File: config.mk
export PLATFORM = sky130hd
export DESIGN_NAME = escaped_patch_stream_decoder
export DESIGN_NICKNAME = d
export VERILOG_FILES = /design/src/design/epsd_pkg.sv /design/src/design/epsd_step.sv /design/src/design/escaped_patch_stream_decoder.sv
export SDC_FILE = /design/constraint.sdc
export NUM_CORES = 1
export LEC_CHECK = 0
export CORE_MARGIN = 5
export CORE_UTILIZATION = 60
export CTS_CLUSTER_SIZE = 30
export DETAILED_ROUTE_END_ITERATION = 7
export DONT_BUFFER_PORTS = 1
export PLACE_DENSITY = 0.76
export RECOVER_POWER = 100
export SYNTH_ARGS = -nofsm -noshare
export SYNTH_HDL_FRONTEND = slang
export SYNTH_SLANG_ARGS = --single-unit
File: constraint.sdc
create_clock -name aclk -period 12.1 [get_ports aclk]
set_input_delay 0 -clock aclk [delete_from_list [all_inputs] [get_ports aclk]]
set_output_delay 0 -clock aclk [all_outputs]
set_load 0.05 [all_outputs]
File: src/design/epsd_pkg.sv
// escaped patch stream decoder: shared types and constants
// parse phase codes, decoder state and result structs; no dependencies
package epsd_pkg;

    localparam logic [2:0] PH_PLAIN  = 3'd0;
    localparam logic [2:0] PH_ESC    = 3'd1;
    localparam logic [2:0] PH_SKIP16 = 3'd2;
    localparam logic [2:0] PH_SKIP32 = 3'd3;

    localparam logic [7:0]  ESC_BYTE  = 8'hFF;
    localparam logic [15:0] LONG_MARK = 16'hFFFF;
    localparam logic [31:0] END_MARK  = 32'hFFFF_FFFF;

    localparam logic KIND_WRITE = 1'b0;
    localparam logic KIND_END   = 1'b1;

    typedef struct packed {
        logic [2:0]  phase;
        logic [31:0] position;
        logic [31:0] gathered;
        logic [1:0]  count;
    } epsd_state_t;

    typedef struct packed {
        logic        valid;
        logic        kind;
        logic [31:0] target_offset;
        logic [7:0]  write_value;
    } epsd_result_t;

endpackage

File: src/design/epsd_step.sv
// escaped patch stream decoder: next-state and result logic for one script byte
// depends on epsd_pkg
module epsd_step
    import epsd_pkg::*;
(
    input  epsd_state_t  cur_state,
    input  logic [7:0]   script_byte,
    output epsd_state_t  next_state,
    output epsd_result_t result
);

    logic [15:0] g16;
    logic [31:0] g32;

    assign g16 = {cur_state.gathered[7:0], script_byte};
    assign g32 = {cur_state.gathered[23:0], script_byte};

    always_comb begin
        next_state = cur_state;
        result     = '0;
        unique case (cur_state.phase)
            PH_ESC: begin
                if (script_byte == 8'h00) begin
                    result.valid         = 1'b1;
                    result.kind          = KIND_WRITE;
                    result.target_offset = cur_state.position;
                    result.write_value   = ESC_BYTE;
                    next_state.position  = cur_state.position + 32'd1;
                    next_state.phase     = PH_PLAIN;
                end else if (script_byte == ESC_BYTE) begin
                    next_state.phase    = PH_SKIP16;
                    next_state.gathered = '0;
                    next_state.count    = '0;
                end else begin
                    next_state.position = cur_state.position + {24'd0, script_byte};
                    next_state.phase    = PH_PLAIN;
                end
            end
            PH_SKIP16: begin
                if (cur_state.count == 2'd0) begin
                    next_state.gathered = {16'd0, g16};
                    next_state.count    = 2'd1;
                end else if (g16 == LONG_MARK) begin
                    next_state.phase    = PH_SKIP32;
                    next_state.gathered = '0;
                    next_state.count    = '0;
                end else begin
                    next_state.position = cur_state.position + {16'd0, g16};
                    next_state.phase    = PH_PLAIN;
                    next_state.gathered = '0;
                    next_state.count    = '0;
                end
            end
            PH_SKIP32: begin
                if (cur_state.count != 2'd3) begin
                    next_state.gathered = g32;
                    next_state.count    = cur_state.count + 2'd1;
                end else if (g32 == END_MARK) begin
                    // end of script: back to a fresh start at offset zero
                    next_state.phase    = PH_PLAIN;
                    next_state.position = '0;
                    next_state.gathered = '0;
                    next_state.count    = '0;
                    result.valid        = 1'b1;
                    result.kind         = KIND_END;
                end else begin
                    next_state.position = cur_state.position + g32;
                    next_state.phase    = PH_PLAIN;
                    next_state.gathered = '0;
                    next_state.count    = '0;
                end
            end
            default: begin
                // plain phase, unused codes behave the same
                if (script_byte == ESC_BYTE) begin
                    next_state.phase = PH_ESC;
                end else begin
                    next_state.phase     = PH_PLAIN;
                    result.valid         = 1'b1;
                    result.kind          = KIND_WRITE;
                    result.target_offset = cur_state.position;
                    result.write_value   = script_byte;
                    next_state.position  = cur_state.position + 32'd1;
                end
            end
        endcase
    end

endmodule

File: src/design/escaped_patch_stream_decoder.sv
// a byte is registered in the input stage, its result (if any) in the output stage
// throughput: one byte per cycle unless m_tready stalls; the decode of a byte is a
// phase decision plus one 32-bit offset add between the input and result registers
// reset (aresetn low, synchronous): both stages empty, plain phase, offset zero
// top level of the escaped patch stream decoder; depends on epsd_pkg, epsd_step
module escaped_patch_stream_decoder
    import epsd_pkg::*;
(
    input  logic        aclk,
    input  logic        aresetn,
    input  logic        s_tvalid,
    output logic        s_tready,
    input  logic [7:0]  s_tdata,   // [7:0] script_byte
    output logic        m_tvalid,
    input  logic        m_tready,
    output logic [39:0] m_tdata,   // [31:0] target_offset, [39:32] write_value
    output logic        m_tuser    // [0] kind
);

    logic         in_valid_reg, in_valid_next;
    logic [7:0]   in_byte_reg, in_byte_next;
    epsd_state_t  state_reg, state_next;
    logic         out_valid_reg, out_valid_next;
    logic         out_kind_reg, out_kind_next;
    logic [31:0]  out_offset_reg, out_offset_next;
    logic [7:0]   out_value_reg, out_value_next;

    epsd_state_t  step_state;
    epsd_result_t step_result;
    logic         out_free;
    logic         decode_fire;

    epsd_step u_step (
        .cur_state   (state_reg),
        .script_byte (in_byte_reg),
        .next_state  (step_state),
        .result      (step_result)
    );

    assign out_free    = !out_valid_reg || m_tready;
    assign decode_fire = in_valid_reg && out_free;
    assign s_tready    = !in_valid_reg || out_free;

    always_comb begin
        in_valid_next   = in_valid_reg;
        in_byte_next    = in_byte_reg;
        state_next      = state_reg;
        out_valid_next  = out_valid_reg;
        out_kind_next   = out_kind_reg;
        out_offset_next = out_offset_reg;
        out_value_next  = out_value_reg;
        if (out_valid_reg && m_tready) begin
            out_valid_next = 1'b0;
        end
        if (decode_fire) begin
            state_next = step_state;
            in_valid_next = 1'b0;
            if (step_result.valid) begin
                out_valid_next  = 1'b1;
                out_kind_next   = step_result.kind;
                out_offset_next = step_result.target_offset;
                out_value_next  = step_result.write_value;
            end
        end
        if (s_tvalid && s_tready) begin
            in_valid_next = 1'b1;
            in_byte_next  = s_tdata;
        end
    end

    always_ff @(posedge aclk) begin
        if (!aresetn) begin
            in_valid_reg       <= 1'b0;
            out_valid_reg      <= 1'b0;
            state_reg.phase    <= PH_PLAIN;
            state_reg.position <= '0;
            state_reg.gathered <= '0;
            state_reg.count    <= '0;
        end else begin
            in_valid_reg  <= in_valid_next;
            out_valid_reg <= out_valid_next;
            state_reg     <= state_next;
        end
        in_byte_reg    <= in_byte_next;
        out_kind_reg   <= out_kind_next;
        out_offset_reg <= out_offset_next;
        out_value_reg  <= out_value_next;
    end

    assign m_tvalid = out_valid_reg;
    assign m_tuser  = out_kind_reg;
    assign m_tdata  = {out_value_reg, out_offset_reg};

`ifndef SYNTHESIS
    a_end_is_zero: assert property (@(posedge aclk) disable iff (!aresetn)
        (m_tvalid && m_tuser == KIND_END) |-> (m_tdata == 40'd0))
        else $error("end transaction carries nonzero data");

    a_end_restarts: assert property (@(posedge aclk) disable iff (!aresetn)
        (decode_fire && step_result.valid && step_result.kind == KIND_END)
        |=> (state_reg.position == 32'd0 && state_reg.phase == PH_PLAIN))
        else $error("decoder did not restart after end of script");

    a_count_idle: assert property (@(posedge aclk) disable iff (!aresetn)
        (state_reg.phase == PH_PLAIN || state_reg.phase == PH_ESC)
        |-> (state_reg.count == 2'd0))
        else $error("gather count left over outside a skip phase");

    a_no_overwrite: assert property (@(posedge aclk) disable iff (!aresetn)
        (decode_fire && step_result.valid) |-> (!m_tvalid || m_tready))
        else $error("result register overwritten while held");
`endif

endmodule
; ---- Word level (Yosys, flattened, before mapping)
; Cells that the tools add are included.
[word_totals]
inputBits = 12
output_inout_bits = 43
word_cells = 72
regBits = 112
[classes]
n_eq_ne = 14
add_sub_neg = 5
muxes = 27
n_reduce_logical = 16
[ops]
columns = operator, n
row1 = two-way mux 35 bit, 3
row2 = case mux 35 bit (3 select lines), 1
row3 = two-way mux 32 bit, 3
row4 = two-way mux 42 bit, 2
row5 = case mux 40 bit (2 select lines), 1
row6 = two-way mux 26 bit, 3
row7 = case mux 26 bit (3 select lines), 1
row8 = two-way mux 66 bit, 1
row9 = "adder 32 x 1 -> 32 bit, second input constant", 1
row10 = adder 32 x 16 -> 32 bit, 1
row11 = adder 32 bit, 1
row12 = adder 32 x 8 -> 32 bit, 1
row13 = "equality test 32 bit, second input constant", 1
row14 = two-way mux 18 bit, 1
row15 = "equality test 16 bit, second input constant", 1
row16 = "inequality test 2 bit, second input constant", 5
row17 = "equality test 8 bit, second input constant", 1
row18 = zero test 8 bit, 1
row19 = two-way mux 2 bit, 4
row20 = "equality test 3 x 2 -> 1 bit, second input constant", 2
row21 = two-way mux 1 bit, 6
row22 = case mux 2 bit (3 select lines), 1
row23 = AND reduction 6 bit, 1
row24 = "inequality test 4 bit, second input constant", 1
row25 = 14 further kinds, 18

; ---- Logic depth before layout (Yosys ltp)
[logic_depth]
depth_word = 6
depth_mapped = 12
depth_no_buf = 10

; ---- Cells and area by module
; A second synthesis with hierarchy kept.
[unflattened]
cells_unflattened = 1151
area_unflattened_um2 = 9263.9
[by_module_without_submodules]
columns = mod, instances, seq_area_each_um2, area_per_inst_um2, cells_per_inst
row1 = epsd_step, 1, 0.0, 4966.0, 790
row2 = escaped_patch_stream_decoder, 1, 2892.8, 4297.9, 361

; ---- Worst setup path before layout
; Ideal clock, no wire load.
[synth_path]
path_type = register -> register
startpoint = register in_byte_reg[1]
endpoint = register out_kind_reg, in the netlist m_tuser, enable pin
setup_time_ns = 0.509
t_required_ns = 11.591
path_stages_with_launch = 5
period_less_slack_ns = 5.151
slack_ns = 6.949
arrival_time_ns = 4.643
path_buffers = 1
cell_sequence = edfxtp_1 nor4_2 a31oi_1 clkbuf_1 a221oi_1
[synth_via]
elab_chain_cells = 5
word_cells_on_any_way = 9
classes_between = eq/ne (2) / mux (5) / reduce/logical (2)
[synth_lines]
columns = element, line_no
row1 = start: declaration, escaped_patch_stream_decoder.sv:21  ; logic [7:0] in_byte_reg, in_byte_next;
row2 = start signal: assignment, escaped_patch_stream_decoder.sv:84  ; in_byte_reg <= in_byte_next;
row3 = equality test 32 bit, epsd_step.sv:58  ; end else if (g32 == END_MARK) begin
row4 = two-way mux 2 bit, epsd_step.sv:58
row5 = two-way mux 2 bit, epsd_step.sv:55  ; if (cur_state.count != 2'd3) begin
row6 = case mux 2 bit (3 select lines) *, epsd_step.sv:21  ; unique case (cur_state.phase)
row7 = AND reduction 2 bit (no line) *, -
row8 = end signal: assignment, escaped_patch_stream_decoder.sv:85  ; out_kind_reg <= out_kind_next;
row9 = end: declaration, escaped_patch_stream_decoder.sv:24  ; logic out_kind_reg, out_kind_next;
; Every way passes the cells marked *; elsewhere a longest branch is shown, timed or not.
; A chain may end at the register's enable or synchronous reset.

; ---- Final worst setup path
[layout_path]
startpoint = register in_byte_reg[1]
endpoint = register state_reg[54] (netlist name)
[layout_via]
elab_chain_cells = 4
word_cells_on_any_way = 18
classes_between = add/sub (3) / eq/ne (6) / mux (7) / reduce/logical (2)
[layout_lines]
columns = element, line_no
row1 = "adder 32 bit, or another cell as far along", epsd_step.sv:67  ; next_state.position = cur_state.position + g32;
row2 = "two-way mux 66 bit, or another cell as far along", epsd_step.sv:58
row3 = two-way mux 35 bit (on tied branches), "epsd_step.sv:55, epsd_step.sv:23, epsd_step.sv:40"
row4 = case mux 35 bit (3 select lines), epsd_step.sv:21
row5 = end signal: assignment, escaped_patch_stream_decoder.sv:82  ; state_reg <= state_next;
row6 = end: declaration, escaped_patch_stream_decoder.sv:22  ; epsd_state_t state_reg, state_next;
; Several ways; a longest one is shown, not always the timed one. The select of a mux whose other input is x is not followed.

==> impl_metrics.env <==
export IMPL_fin_skew_ns=0.01071
export IMPL_first_iter_violations=1091
export IMPL_tritoncts="built"
export IMPL_power_density_mw_per_mm2=95.46
export IMPL_drive_above_1_share=0.04797
export IMPL_synth_seq_cells=111
export IMPL_hold_buffers=11
export IMPL_wl_per_cell_um=22.21
export IMPL_cp_start_kind="flip-flop"
export IMPL_fillers=1178
export IMPL_ant_nets=0
export IMPL_cts_num_sinks=111
export IMPL_start_util=0.6042
export IMPL_die_area_mm2=0.01627
export IMPL_viasPerCell=7.092
export IMPL_syn_area_per_cell_um2=8.232
export IMPL_maxCapViolations=5
export IMPL_seq_area_frac_synth=0.3272
export IMPL_hpwl_mm=17.68
export IMPL_async_flop_share=0
export IMPL_yosys_warnings=0
export IMPL_grt_use_total=0.3154
export IMPL_p_leak_uw=0.003316
export IMPL_syn_nets=1059
export IMPL_largest_register_ffs=60
export IMPL_clk_root_buffer_cell="clkbuf_16"
export IMPL_criticalPathCategory="reg -> reg"
export IMPL_ys_types=91
export IMPL_fin_crit_ns=5.413
export IMPL_outcome="finished, violations left"
export IMPL_crit_required_ns=12.40
export IMPL_cts_max_path_buffers=2
export IMPL_worst_path_max_fanout=39
export IMPL_post_route_drc_count=0
export IMPL_drtPass1Iterations=7
export IMPL_cts_setup_buffers=0
export IMPL_slew_headroom=-0.8644
export IMPL_grt_max_degree=65
export IMPL_rows=43
export IMPL_netlist_instances=1007
export IMPL_max_vdd_ir_drop_v=0.0001055
export IMPL_cts_clk_slew_worst_paths_ns=0.07
export IMPL_setup_viol=0
export IMPL_die_x_um=127.5
export IMPL_vias=8078
export IMPL_insertedDiodeCount=0
export IMPL_hp_class="in -> reg"
export IMPL_rsz0062_at_grt="no"
export IMPL_chipHeight_um=127.5
export IMPL_overflow=0
export IMPL_max_freq_ghz=0.1847
export IMPL_final_nets=1006
export IMPL_synth_edf_count=49
export IMPL_worst_pin_slew_ns=2.780
export IMPL_grt_pass1_vias=7398
export IMPL_violations="max-capacitance violations, max-slew violations"
export IMPL_insertion_delay_ns=0.36
export IMPL_syn_area_mm2=0.008289
export IMPL_cp_end_kind="flip-flop"
export IMPL_arrival_ns=5.71
export IMPL_gp_congestion=0.9731
export IMPL_fin_crit_sh=0.4474
export IMPL_core_mm2=0.01372
export IMPL_cts_buffers=9
export IMPL_synthToLayoutAreaGrowth_pct=4.196
export IMPL_grt_antenna_before_repair=0
export IMPL_ys_flop_type="dfxtp_1"
export IMPL_final_hold_viol_count=0
export IMPL_portBuffers=0
export IMPL_cts_repair_resized=0
export IMPL_pin_count=55
export IMPL_tns_ns=0
export IMPL_ctsHtreeMaxLevel=3
export IMPL_grt_pass1_wl_mm=40.73
export IMPL_routed_wl_mm=25.29
export IMPL_finalMaxSlewViolations=173
export IMPL_p_total_uw=824.5
-- cell type report --
cell class                 instances  area [µm²]  area share
multi-input combinational        798        5160      0.5974
sequential                       111        2713      0.3141
timing repair buffer              17       161.4     0.01869
clock buffer                      11       254.0     0.02941
inverter                          17       63.81    0.007388
clock inverter                     5       60.06    0.006954
tap                              180       225.2     0.02608
-- placed cells by master (no fill, tap or decap), drive strengths merged, types with 13 or more instances in the layout --
cell | synthesis | routed
o21ai | 75 | 75
inv | 17 | 19
and2 | 13 | 13
clkbuf | 64 | 14
a31oi | 22 | 22
nand3 | 74 | 74
edfxtp | 49 | 49
nand4 | 27 | 27
a21o | 30 | 30
ha | 39 | 39
a21boi | 31 | 31
nand2 | 109 | 109
xnor2 | 18 | 18
nor3 | 20 | 20
and3 | 52 | 52
xor2 | 16 | 16
nor2 | 57 | 57
dfxtp | 62 | 62
a21oi | 58 | 58
-- synthesized netlist by cell type (16+ instances only) --
master    count  area [µm²]
a21boi_0     21       157.7
a21o_1       30       225.2
a21oi_1      57       285.3
a31oi_1      22       137.6
and3_1       52       325.3
clkbuf_1     64       240.2
dfxtp_1      62        1241
edfxtp_1     49        1471
ha_1         39       488.0
inv_1        17       63.81
nand2_1     109       409.1
nand3_1      72       360.4
nand4_1      26       162.7
nor2_1       56       210.2
nor3_1       20       100.1
o21ai_0      66       330.3
xnor2_1      18       157.7
xor2_1       16       140.1
-- critical path, stage by stage, from the launching register on --
cell and delay, ns:
edfxtp_1 0.52, nor4_1 0.68, a21boi_0 0.78, o21ai_0 0.49, and3_1 0.21, clkbuf_1 1.35
nand2_1 0.56, o41ai_1 0.55, a211o_1 0.18
-- per-layer routing --
metal	track usage	up-vias	part of all wire
li1	-	3694	-
met1	0.4477	3780	0.41
met2	0.4583	526	0.42
met3	0.09114	78	0.13
met4	0.1098	0	0.032
met5	0	-	0
-- report_power, final --
part / switching (µW) / leakage [µW] / internal, µW / total (µW)
Sequential: 34.6 / 0.000970 / 404 / 438
Combinational: 47.4 / 0.00219 / 22.6 / 70.1
Clock: 142 / 0.000153 / 175 / 316
Total: 224 / 0.00332 / 601 / 824
-- logic make-up (layout without fill, tap and decap cells) --
| kind of cell | Yosys count | count (layout) | synth area share |
|---|---|---|---|
| simple gates | 391 | 391 | 0.2426 |
| compound gates | 329 | 329 | 0.2789 |
| flops | 111 | 111 | 0.3272 |
| buf+inv | 98 | 50 | 0.04860 |
| fa+ha+maj | 40 | 40 | 0.06128 |
| xor+xnor | 34 | 34 | 0.03592 |
| mux | 4 | 4 | 0.005434 |
-- worst paths after layout --
kind	from	end	slack, ns	cells after the start
setup / recovery	in_byte_reg[1]	state_reg[54]	6.69	8
hold / removal	aresetn	state_reg[55]	0.01	3
setup reg to reg	in_byte_reg[1]	state_reg[54]	6.69	8
hold reg to reg	state_reg[19]	state_reg[19]	0.49	2
-- stage by stage --
step             util  instance area, µm²  hold slack, ns  worst slack, ns  cells
2_1_floorplan       -                8289         0.09887            6.949   1007
3_3_place_gp   0.6009                8244         0.09897            8.705   1112
3_5_place_dp   0.6009                8244         0.09893            8.607   1112
4_1_cts        0.6331                8686         0.01237            8.613   1139
5_1_grt        0.6295                8637         0.02361            6.549   1139
6_report       0.6295                8637         0.01158            6.687   1139
No activity file was read; power rests on OpenSTA's default activity.
